[config.mk]
export PLATFORM = sky130hd
export DESIGN_NAME = lsb_stego_payload_extractor_core_flat
export DESIGN_NICKNAME = d
export VERILOG_FILES = /design/src/rtl/lse_pkg.sv /design/src/rtl/lse_if.sv /design/src/rtl/lse_parse.sv /design/src/rtl/lse_out_reg.sv /design/src/rtl/lsb_stego_payload_extractor_core.sv /design/src/flat_wrapper.sv
export SDC_FILE = /design/constraint.sdc
export NUM_CORES = 1
export LEC_CHECK = 0
export BUFFER_PORTS_ARGS = -buffer_cell sky130_fd_sc_hd__buf_2
export CORE_ASPECT_RATIO = 2
export CORE_MARGIN = 4
export CORE_UTILIZATION = 65
export CTS_CLUSTER_SIZE = 30
export DETAILED_ROUTE_END_ITERATION = 10
export PLACE_DENSITY = 0.91
export SYNTH_ARGS = -nofsm -noshare
export SYNTH_HDL_FRONTEND = slang
export SYNTH_SLANG_ARGS = --single-unit
[constraint.sdc]
create_clock -name clock -period 15.5 [get_ports clock]
set_clock_uncertainty 0.15 [all_clocks]
set_input_delay 3.875 -clock clock [delete_from_list [all_inputs] [get_ports clock]]
set_output_delay 3.875 -clock clock [all_outputs]
set_load 0.02 [all_outputs]
[src/rtl/lse_pkg.sv]
`default_nettype none
// ----------------------------------------------------------------------------
// lse_pkg
// Types, codes and constants shared by the stego payload extractor modules.
// ----------------------------------------------------------------------------
package lse_pkg;

   localparam int unsigned MaxExtLenDefault = 32;

   localparam int unsigned CsrIndexWidth = 2;
   localparam int unsigned CsrDataWidth  = 64;

   localparam logic [15:0] HeaderSkipReset  = 16'd54;
   localparam logic [63:0] MagicWordReset   = 64'd10787;
   localparam logic [3:0]  MagicLengthReset = 4'd2;
   localparam logic [3:0]  MagicLengthMin   = 4'd1;
   localparam logic [3:0]  MagicLengthMax   = 4'd8;

   // Last bit position of an 8-bit character and of a 32-bit word.
   localparam logic [4:0] CharLastBit = 5'd7;
   localparam logic [4:0] WordLastBit = 5'd31;

   typedef enum logic [CsrIndexWidth-1:0] {
      CSR_HEADER_SKIP  = 2'd0,
      CSR_MAGIC_WORD   = 2'd1,
      CSR_MAGIC_LENGTH = 2'd2
   } lse_csr_type;

   typedef enum logic [2:0] {
      PH_HEADER = 3'd0,
      PH_MAGIC  = 3'd1,
      PH_EXTLEN = 3'd2,
      PH_EXT    = 3'd3,
      PH_SIZE   = 3'd4,
      PH_DATA   = 3'd5
   } lse_phase_type;

   typedef enum logic [1:0] {
      KIND_EXT    = 2'd0,
      KIND_DATA   = 2'd1,
      KIND_STATUS = 2'd2
   } lse_kind_type;

   typedef enum logic [2:0] {
      ST_OK     = 3'd0,
      ST_MAGIC  = 3'd1,
      ST_EXTLEN = 3'd2,
      ST_ZERO   = 3'd3,
      ST_TRUNC  = 3'd4
   } lse_status_type;

   typedef struct packed {
      logic [7:0] pixel_byte;
      logic       image_start;
      logic       image_end;
   } lse_item_type;

   typedef struct packed {
      logic [7:0]     out_byte;
      lse_kind_type   kind;
      lse_status_type status;
      logic           last;
   } lse_result_type;

   typedef struct packed {
      logic [15:0] header_skip;
      logic [63:0] magic_word;
      logic [3:0]  magic_length;
   } lse_cfg_type;

   typedef struct packed {
      lse_phase_type phase;
      logic          finished;
   } lse_stat_type;

endpackage : lse_pkg
`default_nettype wire

[src/rtl/lse_if.sv]
`default_nettype none
// ----------------------------------------------------------------------------
// lse channel interfaces
// Valid/ready channels for image bytes, decoded words and register writes.
// ----------------------------------------------------------------------------
interface lse_req_if;
   logic       valid;
   logic       ready;
   logic [7:0] pixel_byte;
   logic       image_start;
   logic       image_end;

   modport source (output valid, pixel_byte, image_start, image_end, input ready);
   modport sink   (input valid, pixel_byte, image_start, image_end, output ready);
endinterface : lse_req_if

interface lse_rsp_if;
   logic       valid;
   logic       ready;
   logic [7:0] out_byte;
   logic [1:0] kind;
   logic [2:0] status;
   logic       last;

   modport source (output valid, out_byte, kind, status, last, input ready);
   modport sink   (input valid, out_byte, kind, status, last, output ready);
endinterface : lse_rsp_if

interface lse_csr_if;
   logic                              valid;
   logic                              ready;
   logic [lse_pkg::CsrIndexWidth-1:0] index;
   logic [lse_pkg::CsrDataWidth-1:0]  data;

   modport source (output valid, index, data, input ready);
   modport sink   (input valid, index, data, output ready);
endinterface : lse_csr_if
`default_nettype wire

[src/rtl/lse_parse.sv]
`default_nettype none
// ----------------------------------------------------------------------------
// lse_parse
// Parser state and one-byte step: header skip, bit gathering, field checks.
// ----------------------------------------------------------------------------
module lse_parse #(
   parameter int unsigned MAX_EXT_LEN = lse_pkg::MaxExtLenDefault
) (
   input  wire                     clock,
   input  wire                     reset,
   input  wire                     step,
   input  lse_pkg::lse_item_type   item,
   input  lse_pkg::lse_cfg_type    cfg,
   output logic                    res_valid,
   output lse_pkg::lse_result_type res,
   output lse_pkg::lse_stat_type   stat
);

   localparam int unsigned ExtW = $clog2(MAX_EXT_LEN);

   lse_pkg::lse_phase_type phase_ff, phase_in;
   logic [15:0]     header_count_ff, header_count_in;
   logic [4:0]      bit_index_ff, bit_index_in;
   logic [31:0]     shift_acc_ff, shift_acc_in;
   logic [31:0]     item_count_ff, item_count_in;
   logic [ExtW-1:0] ext_length_ff, ext_length_in;
   logic [31:0]     payload_size_ff, payload_size_in;
   logic            finished_ff, finished_in;

   // Effective state once a start marker has been applied.
   lse_pkg::lse_phase_type ph, ph_bits;
   logic [15:0]     hc;
   logic [4:0]      bi;
   logic [31:0]     acc, acc_new, ic, ic_inc, psize;
   logic [ExtW-1:0] ext;
   logic            fin, hdr_wait, wide, done_word;
   logic [3:0]      ml;
   logic [7:0]      want;
   logic            magic_ok, ext_ok, size_ok, err, data_last, fin_new, trunc;
   lse_pkg::lse_status_type err_code;

   always_comb begin
      ph    = item.image_start ? lse_pkg::PH_HEADER : phase_ff;
      hc    = item.image_start ? 16'd0 : header_count_ff;
      bi    = item.image_start ? 5'd0 : bit_index_ff;
      acc   = item.image_start ? 32'd0 : shift_acc_ff;
      ic    = item.image_start ? 32'd0 : item_count_ff;
      ext   = item.image_start ? '0 : ext_length_ff;
      psize = item.image_start ? 32'd0 : payload_size_ff;
      fin   = item.image_start ? 1'b0 : finished_ff;

      hdr_wait  = (ph == lse_pkg::PH_HEADER) && (hc < cfg.header_skip);
      ph_bits   = (ph == lse_pkg::PH_HEADER) ? lse_pkg::PH_MAGIC : ph;
      wide      = (ph_bits == lse_pkg::PH_EXTLEN) || (ph_bits == lse_pkg::PH_SIZE);
      acc_new   = acc | (32'(item.pixel_byte[0]) << bi);
      done_word = !hdr_wait && (bi == (wide ? lse_pkg::WordLastBit : lse_pkg::CharLastBit));
      ic_inc    = ic + 32'd1;

      // Clamp the magic length into 1..8.
      if (cfg.magic_length < lse_pkg::MagicLengthMin) begin
         ml = lse_pkg::MagicLengthMin;
      end else if (cfg.magic_length > lse_pkg::MagicLengthMax) begin
         ml = lse_pkg::MagicLengthMax;
      end else begin
         ml = cfg.magic_length;
      end

      want     = cfg.magic_word[{ic[2:0], 3'b000} +: 8];
      magic_ok = acc_new[7:0] == want;
      ext_ok   = (acc_new != 32'd0) && (acc_new < 32'(MAX_EXT_LEN));
      size_ok  = acc_new != 32'd0;

      err      = 1'b0;
      err_code = lse_pkg::ST_OK;
      if (done_word) begin
         case (ph_bits)
            lse_pkg::PH_MAGIC: begin
               err      = !magic_ok;
               err_code = lse_pkg::ST_MAGIC;
            end
            lse_pkg::PH_EXTLEN: begin
               err      = !ext_ok;
               err_code = lse_pkg::ST_EXTLEN;
            end
            lse_pkg::PH_SIZE: begin
               err      = !size_ok;
               err_code = lse_pkg::ST_ZERO;
            end
            default: begin
               err      = 1'b0;
               err_code = lse_pkg::ST_OK;
            end
         endcase
      end

      data_last = done_word && (ph_bits == lse_pkg::PH_DATA) && (ic_inc >= psize);
      fin_new   = err || data_last;
      trunc     = item.image_end && !fin_new;
   end

   // Next state.
   always_comb begin
      phase_in        = ph;
      header_count_in = hc;
      bit_index_in    = bi;
      shift_acc_in    = acc;
      item_count_in   = ic;
      ext_length_in   = ext;
      payload_size_in = psize;
      finished_in     = fin;
      if (!fin) begin
         finished_in = fin_new || trunc;
         if (hdr_wait) begin
            header_count_in = hc + 16'd1;
         end else if (!done_word) begin
            phase_in     = ph_bits;
            shift_acc_in = acc_new;
            bit_index_in = bi + 5'd1;
         end else begin
            phase_in     = ph_bits;
            shift_acc_in = 32'd0;
            bit_index_in = 5'd0;
            unique case (ph_bits)
               lse_pkg::PH_MAGIC: begin
                  if (magic_ok) begin
                     if (ic_inc >= 32'(ml)) begin
                        item_count_in = 32'd0;
                        phase_in      = lse_pkg::PH_EXTLEN;
                     end else begin
                        item_count_in = ic_inc;
                     end
                  end
               end
               lse_pkg::PH_EXTLEN: begin
                  if (ext_ok) begin
                     ext_length_in = acc_new[ExtW-1:0];
                     item_count_in = 32'd0;
                     phase_in      = lse_pkg::PH_EXT;
                  end
               end
               lse_pkg::PH_EXT: begin
                  if (ic_inc >= 32'(ext)) begin
                     item_count_in = 32'd0;
                     phase_in      = lse_pkg::PH_SIZE;
                  end else begin
                     item_count_in = ic_inc;
                  end
               end
               lse_pkg::PH_SIZE: begin
                  if (size_ok) begin
                     payload_size_in = acc_new;
                     item_count_in   = 32'd0;
                     phase_in        = lse_pkg::PH_DATA;
                  end
               end
               default: begin
                  item_count_in = ic_inc;
               end
            endcase
         end
      end
   end

   // Result of this byte: an error wins over truncation, which wins over data.
   always_comb begin
      res_valid = 1'b0;
      res       = '{out_byte: 8'd0, kind: lse_pkg::KIND_STATUS,
                    status: lse_pkg::ST_OK, last: 1'b1};
      if (!fin) begin
         if (err) begin
            res_valid  = 1'b1;
            res.status = err_code;
         end else if (trunc) begin
            res_valid  = 1'b1;
            res.status = lse_pkg::ST_TRUNC;
         end else if (done_word && (ph_bits == lse_pkg::PH_EXT ||
                                    ph_bits == lse_pkg::PH_DATA)) begin
            res_valid    = 1'b1;
            res.out_byte = acc_new[7:0];
            res.kind     = (ph_bits == lse_pkg::PH_EXT) ? lse_pkg::KIND_EXT
                                                         : lse_pkg::KIND_DATA;
            res.last     = data_last;
         end
      end
   end

   always_ff @(posedge clock) begin
      if (reset) begin
         phase_ff        <= lse_pkg::PH_HEADER;
         header_count_ff <= 16'd0;
         bit_index_ff    <= 5'd0;
         shift_acc_ff    <= 32'd0;
         item_count_ff   <= 32'd0;
         ext_length_ff   <= '0;
         payload_size_ff <= 32'd0;
         finished_ff     <= 1'b0;
      end else if (step) begin
         phase_ff        <= phase_in;
         header_count_ff <= header_count_in;
         bit_index_ff    <= bit_index_in;
         shift_acc_ff    <= shift_acc_in;
         item_count_ff   <= item_count_in;
         ext_length_ff   <= ext_length_in;
         payload_size_ff <= payload_size_in;
         finished_ff     <= finished_in;
      end
   end

   assign stat = '{phase: phase_ff, finished: finished_ff};

endmodule : lse_parse
`default_nettype wire

[src/rtl/lse_out_reg.sv]
`default_nettype none
// ----------------------------------------------------------------------------
// lse_out_reg
// Result register: hold a decoded word until the sink takes it.
// ----------------------------------------------------------------------------
module lse_out_reg (
   input  wire                     clock,
   input  wire                     reset,
   input  wire                     load,
   input  lse_pkg::lse_result_type load_data,
   input  wire                     take,
   output logic                    space,
   output logic                    valid,
   output lse_pkg::lse_result_type data
);

   logic                    valid_ff, valid_in;
   lse_pkg::lse_result_type data_ff;

   assign space    = !valid_ff || take;
   assign valid_in = load || (valid_ff && !take);

   always_ff @(posedge clock) begin
      if (reset) begin
         valid_ff <= 1'b0;
      end else begin
         valid_ff <= valid_in;
      end
   end

   always_ff @(posedge clock) begin
      if (load) begin
         data_ff <= load_data;
      end
   end

   assign valid = valid_ff;
   assign data  = data_ff;

endmodule : lse_out_reg
`default_nettype wire

[src/rtl/lsb_stego_payload_extractor_core.sv]
`default_nettype none
// ----------------------------------------------------------------------------
// lsb_stego_payload_extractor_core
// Stego image parser: pulls hidden LSB data out of an image byte stream.
// ----------------------------------------------------------------------------
// Path: a byte accepted into the input register passes through the combinational
//   parser step, and any word it forms is loaded into the result register.
// Throughput: one image byte per cycle while the result register has room; the parser
//   step is combinational logic between the input register and the result register.
// Reset: synchronous, active high; clears the parser to the start of an image
//   and loads the register defaults (skip 54, magic "#*", magic length 2).
module lsb_stego_payload_extractor_core #(
   parameter int unsigned MAX_EXT_LEN = lse_pkg::MaxExtLenDefault
) (
   input wire        clock,
   input wire        reset,
   lse_req_if.sink   req_ch,
   lse_rsp_if.source rsp_ch,
   lse_csr_if.sink   csr_ch
);

   // ---------------------------------------------------------------
   // Configuration registers; writes land any cycle.
   // ---------------------------------------------------------------
   lse_pkg::lse_cfg_type cfg_ff;

   assign csr_ch.ready = 1'b1;

   always_ff @(posedge clock) begin
      if (reset) begin
         cfg_ff.header_skip  <= lse_pkg::HeaderSkipReset;
         cfg_ff.magic_word   <= lse_pkg::MagicWordReset;
         cfg_ff.magic_length <= lse_pkg::MagicLengthReset;
      end else if (csr_ch.valid) begin
         unique case (csr_ch.index)
            lse_pkg::CSR_HEADER_SKIP:  cfg_ff.header_skip  <= csr_ch.data[15:0];
            lse_pkg::CSR_MAGIC_WORD:   cfg_ff.magic_word   <= csr_ch.data;
            lse_pkg::CSR_MAGIC_LENGTH: cfg_ff.magic_length <= csr_ch.data[3:0];
            default: begin
               // Drop writes to unmapped indexes.
            end
         endcase
      end
   end

   // ---------------------------------------------------------------
   // Input register. It advances into the parser whenever the result
   // register has room, so a byte is taken every cycle the sink keeps up.
   // ---------------------------------------------------------------
   logic                  in_valid_ff, in_valid_in;
   lse_pkg::lse_item_type in_item_ff;
   logic                  advance, req_take, out_space;

   assign advance      = in_valid_ff && out_space;
   assign req_ch.ready = !in_valid_ff || advance;
   assign req_take     = req_ch.valid && req_ch.ready;
   assign in_valid_in  = req_take || (in_valid_ff && !advance);

   always_ff @(posedge clock) begin
      if (reset) begin
         in_valid_ff <= 1'b0;
      end else begin
         in_valid_ff <= in_valid_in;
      end
   end

   always_ff @(posedge clock) begin
      if (req_take) begin
         in_item_ff <= '{pixel_byte: req_ch.pixel_byte,
                         image_start: req_ch.image_start,
                         image_end: req_ch.image_end};
      end
   end

   // ---------------------------------------------------------------
   // Parser step: advance the state by one byte, form at most one word.
   // ---------------------------------------------------------------
   logic                    res_valid;
   lse_pkg::lse_result_type res;
   lse_pkg::lse_stat_type   stat;

   lse_parse #(
      .MAX_EXT_LEN (MAX_EXT_LEN)
   ) u_parse (
      .clock     (clock),
      .reset     (reset),
      .step      (advance),
      .item      (in_item_ff),
      .cfg       (cfg_ff),
      .res_valid (res_valid),
      .res       (res),
      .stat      (stat)
   );

   // ---------------------------------------------------------------
   // Result register; load only bytes that produced a word.
   // ---------------------------------------------------------------
   logic                    out_valid;
   lse_pkg::lse_result_type out_data;

   lse_out_reg u_out_reg (
      .clock     (clock),
      .reset     (reset),
      .load      (advance && res_valid),
      .load_data (res),
      .take      (rsp_ch.ready),
      .space     (out_space),
      .valid     (out_valid),
      .data      (out_data)
   );

   assign rsp_ch.valid    = out_valid;
   assign rsp_ch.out_byte = out_data.out_byte;
   assign rsp_ch.kind     = out_data.kind;
   assign rsp_ch.status   = out_data.status;
   assign rsp_ch.last     = out_data.last;

   // ---------------------------------------------------------------
   // Assertions
   // ---------------------------------------------------------------
   // Once finished, nothing comes out until a new image starts.
   a_quiet_after_finish: assert property (@(posedge clock) disable iff (reset)
      (advance && stat.finished && !in_item_ff.image_start) |-> !res_valid)
      else $error("word produced after image finished");

   // Every status-only word closes the image.
   a_status_is_last: assert property (@(posedge clock) disable iff (reset)
      (advance && res_valid && res.kind == lse_pkg::KIND_STATUS) |=> stat.finished)
      else $error("status word did not finish the image");

   // A held input byte is never overwritten by a new accept.
   a_no_overrun: assert property (@(posedge clock) disable iff (reset)
      (in_valid_ff && !advance) |-> !req_take)
      else $error("input register overrun");

   // Reset leaves the parser at the start of an image.
   a_reset_state: assert property (@(posedge clock) disable iff (reset)
      $past(reset) |-> (stat.phase == lse_pkg::PH_HEADER && !stat.finished))
      else $error("parser not at image start after reset");

endmodule : lsb_stego_payload_extractor_core
`default_nettype wire
[src/flat_wrapper.sv]
// flat-port wrapper written by rule: the top's interface ports become plain ports
module lsb_stego_payload_extractor_core_flat 
#(
   parameter int unsigned MAX_EXT_LEN = lse_pkg::MaxExtLenDefault
)
  (clock, reset, req_ch_valid, req_ch_pixel_byte, req_ch_image_start, req_ch_image_end, req_ch_ready, rsp_ch_valid, rsp_ch_out_byte, rsp_ch_kind, rsp_ch_status, rsp_ch_last, rsp_ch_ready, csr_ch_valid, csr_ch_index, csr_ch_data, csr_ch_ready);
  lse_req_if req_ch_i ();
  lse_rsp_if rsp_ch_i ();
  lse_csr_if csr_ch_i ();
  input wire clock;
  input wire reset;
  input wire logic [$bits(req_ch_i.valid)-1:0] req_ch_valid;
  input wire logic [$bits(req_ch_i.pixel_byte)-1:0] req_ch_pixel_byte;
  input wire logic [$bits(req_ch_i.image_start)-1:0] req_ch_image_start;
  input wire logic [$bits(req_ch_i.image_end)-1:0] req_ch_image_end;
  output wire logic [$bits(req_ch_i.ready)-1:0] req_ch_ready;
  output wire logic [$bits(rsp_ch_i.valid)-1:0] rsp_ch_valid;
  output wire logic [$bits(rsp_ch_i.out_byte)-1:0] rsp_ch_out_byte;
  output wire logic [$bits(rsp_ch_i.kind)-1:0] rsp_ch_kind;
  output wire logic [$bits(rsp_ch_i.status)-1:0] rsp_ch_status;
  output wire logic [$bits(rsp_ch_i.last)-1:0] rsp_ch_last;
  input wire logic [$bits(rsp_ch_i.ready)-1:0] rsp_ch_ready;
  input wire logic [$bits(csr_ch_i.valid)-1:0] csr_ch_valid;
  input wire logic [$bits(csr_ch_i.index)-1:0] csr_ch_index;
  input wire logic [$bits(csr_ch_i.data)-1:0] csr_ch_data;
  output wire logic [$bits(csr_ch_i.ready)-1:0] csr_ch_ready;
  assign req_ch_i.valid = req_ch_valid;
  assign req_ch_i.pixel_byte = req_ch_pixel_byte;
  assign req_ch_i.image_start = req_ch_image_start;
  assign req_ch_i.image_end = req_ch_image_end;
  assign req_ch_ready = req_ch_i.ready;
  assign rsp_ch_valid = rsp_ch_i.valid;
  assign rsp_ch_out_byte = rsp_ch_i.out_byte;
  assign rsp_ch_kind = rsp_ch_i.kind;
  assign rsp_ch_status = rsp_ch_i.status;
  assign rsp_ch_last = rsp_ch_i.last;
  assign rsp_ch_i.ready = rsp_ch_ready;
  assign csr_ch_i.valid = csr_ch_valid;
  assign csr_ch_i.index = csr_ch_index;
  assign csr_ch_i.data = csr_ch_data;
  assign csr_ch_ready = csr_ch_i.ready;
  lsb_stego_payload_extractor_core #(.MAX_EXT_LEN(MAX_EXT_LEN)) u_core (.clock(clock), .reset(reset), .req_ch(req_ch_i), .rsp_ch(rsp_ch_i), .csr_ch(csr_ch_i));
endmodule
==> impl_metrics.toml <==
[placement]
dp.cells = 1817
placed_area_um2 = 13200
dp_hpwl_um = 26900
gp_congestion = 0.990
place_ws_ps = 7050
io_buffers = 89

[logic_synthesis]
synth-seq-cells = 229
avgSynthCellArea_um2 = 8.16
netlist_instances = 1560
synthDistinctLibCells = 81
synthArstFlopShare_pct = 0
yosys_warnings = 0
netlist_area_um2 = 12700
synth_edf_count = 17
ys_seq_area_share_pct = 37.3
synth-main-ff-cell = "dfxtp_1"
synth.net_count = 1699

[global_route]
grt.overflow.total = 0
track_usage_pct = 34.6
use_met1_pct = 33.7
antenna_found_initial = 0
top_usage_layer = "met2"
first_global_vias = 12230
grtUsageMet2_pct = 62.5
grt_max_degree = 98
grt_pass1_wl_um = 60800
grtUsageMet3_pct = 5.88

[sta]
rsz0062_at_grt = "false"
final.min_clock_period_ps = 8450
worst_slack_ps = 7050
setup_tns_ps = 0
fin_crit_sh_pct = 54.5
maxSlewViolCount = 0
tightestPinTransition_ps = 1320
fmaxAchievable_ghz = 0.118
setup_viol = 0
finalHoldViolations = 0
holdWs_ps = 304
relSlewSlack_pct = 12.1

[die]
io_pins = 98
rows = 72
dieWidth_um = 107
die_y_um = 206
core_um2 = 19300
dieArea_um2 = 22000
start_util_pct = 66.1

[critical_path]
crit_fanout = 3
crit_required_ps = 11480
crit_path_start_kind = "primary input"
max_stage_delay_ps = 180
critPathMostFrequentCell = "buf_2"
crit_chain = "buf_2 -> nor2b_1 -> nand2_1 -> buf_2"
r2r-start = "u_core.in_item_ff[1]"
worstSetupEndpointType = "output pin"
r2r_end = "u_core.u_out_reg.data[3]"
ff2ff_path_depth = 18
criticalPathCategory = "in -> out"
critPathArrivalTime_ps = 4430
crit_slowest_cell = "nor2b_1"
reg2reg_setup_slack_ps = 9640

[cells_and_area]
fin_cells = 1853
area_growth_pct = 8.98
antenna_cells = 0
stdcell_area_um2 = 13900
drive_gt1_share_pct = 11.5
filler_cell_count = 1469
nNetsFinal = 1720

[worst_hold_path]
hold_depth = 2
hold-path-endpoint = "u_core.cfg_ff[63]"
hold_class = "reg -> reg"
min_from = "u_core.cfg_ff[63]"

[detailed_routing]
viasPerCell = 6.61
wire_per_inst_um = 20.6
drt_iter0_markers = 1142
drt.antenna.violating_nets = 0
vias = 12249
wl_um = 38200
drc_errors = 0
first_pass_iters = 6

[cts]
clk_pin_slew_worst_paths_ps = 60
cts_tree = "built"
hold_buffers = 0
postCtsResizedCells = 0
clock_latency_ps = 530
root_buffer = "clkbuf_16"
post_cts_buffers = 0
cts_max_path_buffers = 3
cts_buffers = 21
cts.sinks = 229
ctsHtreeMaxLevel = 1

[pwr]
p_leak_nw = 5.45
ir_drop_mv = 0.102
power_density_nw_per_um2 = 89.3

[job]
maxCapViolCount = 0

[run_status]
run_status = "completed"
-- per-layer routing --
layer / up-vias / routed length [um]
met1: 5742 / 12100
met3: 250 / 2670
met5: - / 0
li1: 5590 / -
met2: 667 / 19800
met4: 0 / 3640
-- layout by cell type (no fill, tap or decap), types with 6 or more instances in the layout --
cell,n
a22oi_1,25
a21o_1,24
o211ai_1,6
buf_2,88
nor4_1,16
edfxtp_1,17
o21ai_0,26
nand2_1,272
a31oi_1,14
xor2_1,32
a21bo_1,7
and3b_1,6
nand3b_1,13
a21oi_1,143
dfxtp_1,212
mux2i_1,6
nor2_1,127
nor2b_1,41
nor3_1,31
o31ai_1,6
and3_1,17
nor3b_1,7
xnor2_1,21
buf_4,17
a211oi_1,6
mux2_2,17
a32oi_1,8
inv_1,39
nand4_1,31
nand3_1,39
ha_1,58
a211o_1,9
o2bb2ai_1,16
clkbuf_16,21
a22o_1,45
nand2b_1,16
and2_1,12
-- sequential cells by signal, indices dropped and copies added, names as in the netlist --
| signal | flops |
|---|---|
| u_core.u_parse.payload_size_ff | 32 |
| u_core.u_parse.item_count_ff | 32 |
| u_core.u_parse.ext_length_ff | 5 |
| u_core.u_out_reg.data | 14 |
| u_core.u_parse.header_count_ff | 16 |
| u_core.cfg_ff | 84 |
| u_core.u_parse.shift_acc_ff | 32 |
| u_core.u_parse.bit_index_ff | 5 |
| u_core.in_valid_ff | 1 |
| u_core.u_parse.phase_ff | 3 |
| u_core.in_item_ff | 3 |
| u_core.u_out_reg.valid | 1 |
| u_core.u_parse.finished_ff | 1 |
-- metrics by stage --
| step | util [%] | total power [W] |
|---|---|---|
| CTS | 72.0 | 0.00124 |
| floorplan | - | 0.000676 |
| detailed placement | 68.4 | 0.000702 |
| global route | 72.0 | 0.00127 |
| global placement | 68.4 | 0.000700 |
| finish | 72.0 | 0.00124 |
-- critical path, delay by kind of cell --
kind / cells / cell delay, ps
buffers and inverters: 2 / 280
AND/OR/NAND/NOR: 2 / 280
-- area by class of cell --
class                   count  area, um2  share of cell area [%]
multi-input cells        1184       7380                    53.2
flip-flops and latches    229       4750                    34.3
clock buffers              28        583                    4.20
repair buffers            105        568                    4.09
well taps                 259        324                    2.33
inverters                  40        150                    1.08
clock inverters             8        119                   0.856
-- synthesized netlist by cell type, drive strengths merged (9+ instances only) --
cell     number  area, um2
xnor2        21        184
a21oi       143        716
and2         12       75.1
mux2         17        191
nor2b        41        257
nand2       272       1020
ha           58        726
xor2         32        280
inv          40        150
nand3b       13       97.6
nand4        33        219
a211o         9       78.8
nand2b       16        100
dfxtp       212       4240
nor3         33        175
o21ai        31        159
a22oi        25        188
clkbuf       71        267
and3         17        106
a22o         45        394
a31oi        15        100
nor2        127        477
o2bb2ai      16        140
nand3        39        195
a21o         24        180
buf          36        199
nor4         17        121
edfxtp       17        510
-- kinds of logic after synthesis --
| kind of cell | after synthesis | share of synthesized area (%) |
|---|---|---|
| simple gates | 666 | 25.4 |
| compound gates | 378 | 20.2 |
| flops | 229 | 37.3 |
| buf+inv | 147 | 4.83 |
| fa+ha+maj | 58 | 5.70 |
| xor+xnor | 53 | 3.64 |
| mux | 28 | 2.86 |
| other cells | 1 | 0.0294 |
-- power by group --
part / internal [W] / switching, W / leakage [nW]
registers: 0.000604 / 0.00000577 / 1.89
clock network: 0.000315 / 0.000234 / 0.347
logic: 0.0000270 / 0.0000547 / 3.21
total: 0.000946 / 0.000294 / 5.45
-- worst max path at each step --
stage / startpoint / endpoint / slack [ps] / cells past startpoint
6_report: rsp_ch_ready / req_ch_ready / 7050 / 4
5_1_grt: rsp_ch_ready / req_ch_ready / 6940 / 4
2_1_floorplan: rsp_ch_ready / req_ch_ready / 7270 / 2
3_5_place_dp: rsp_ch_ready / req_ch_ready / 7050 / 4
3_3_place_gp: rsp_ch_ready / req_ch_ready / 7060 / 4
4_1_cts: rsp_ch_ready / req_ch_ready / 7050 / 4
Power figures use the tool's default switching activity.
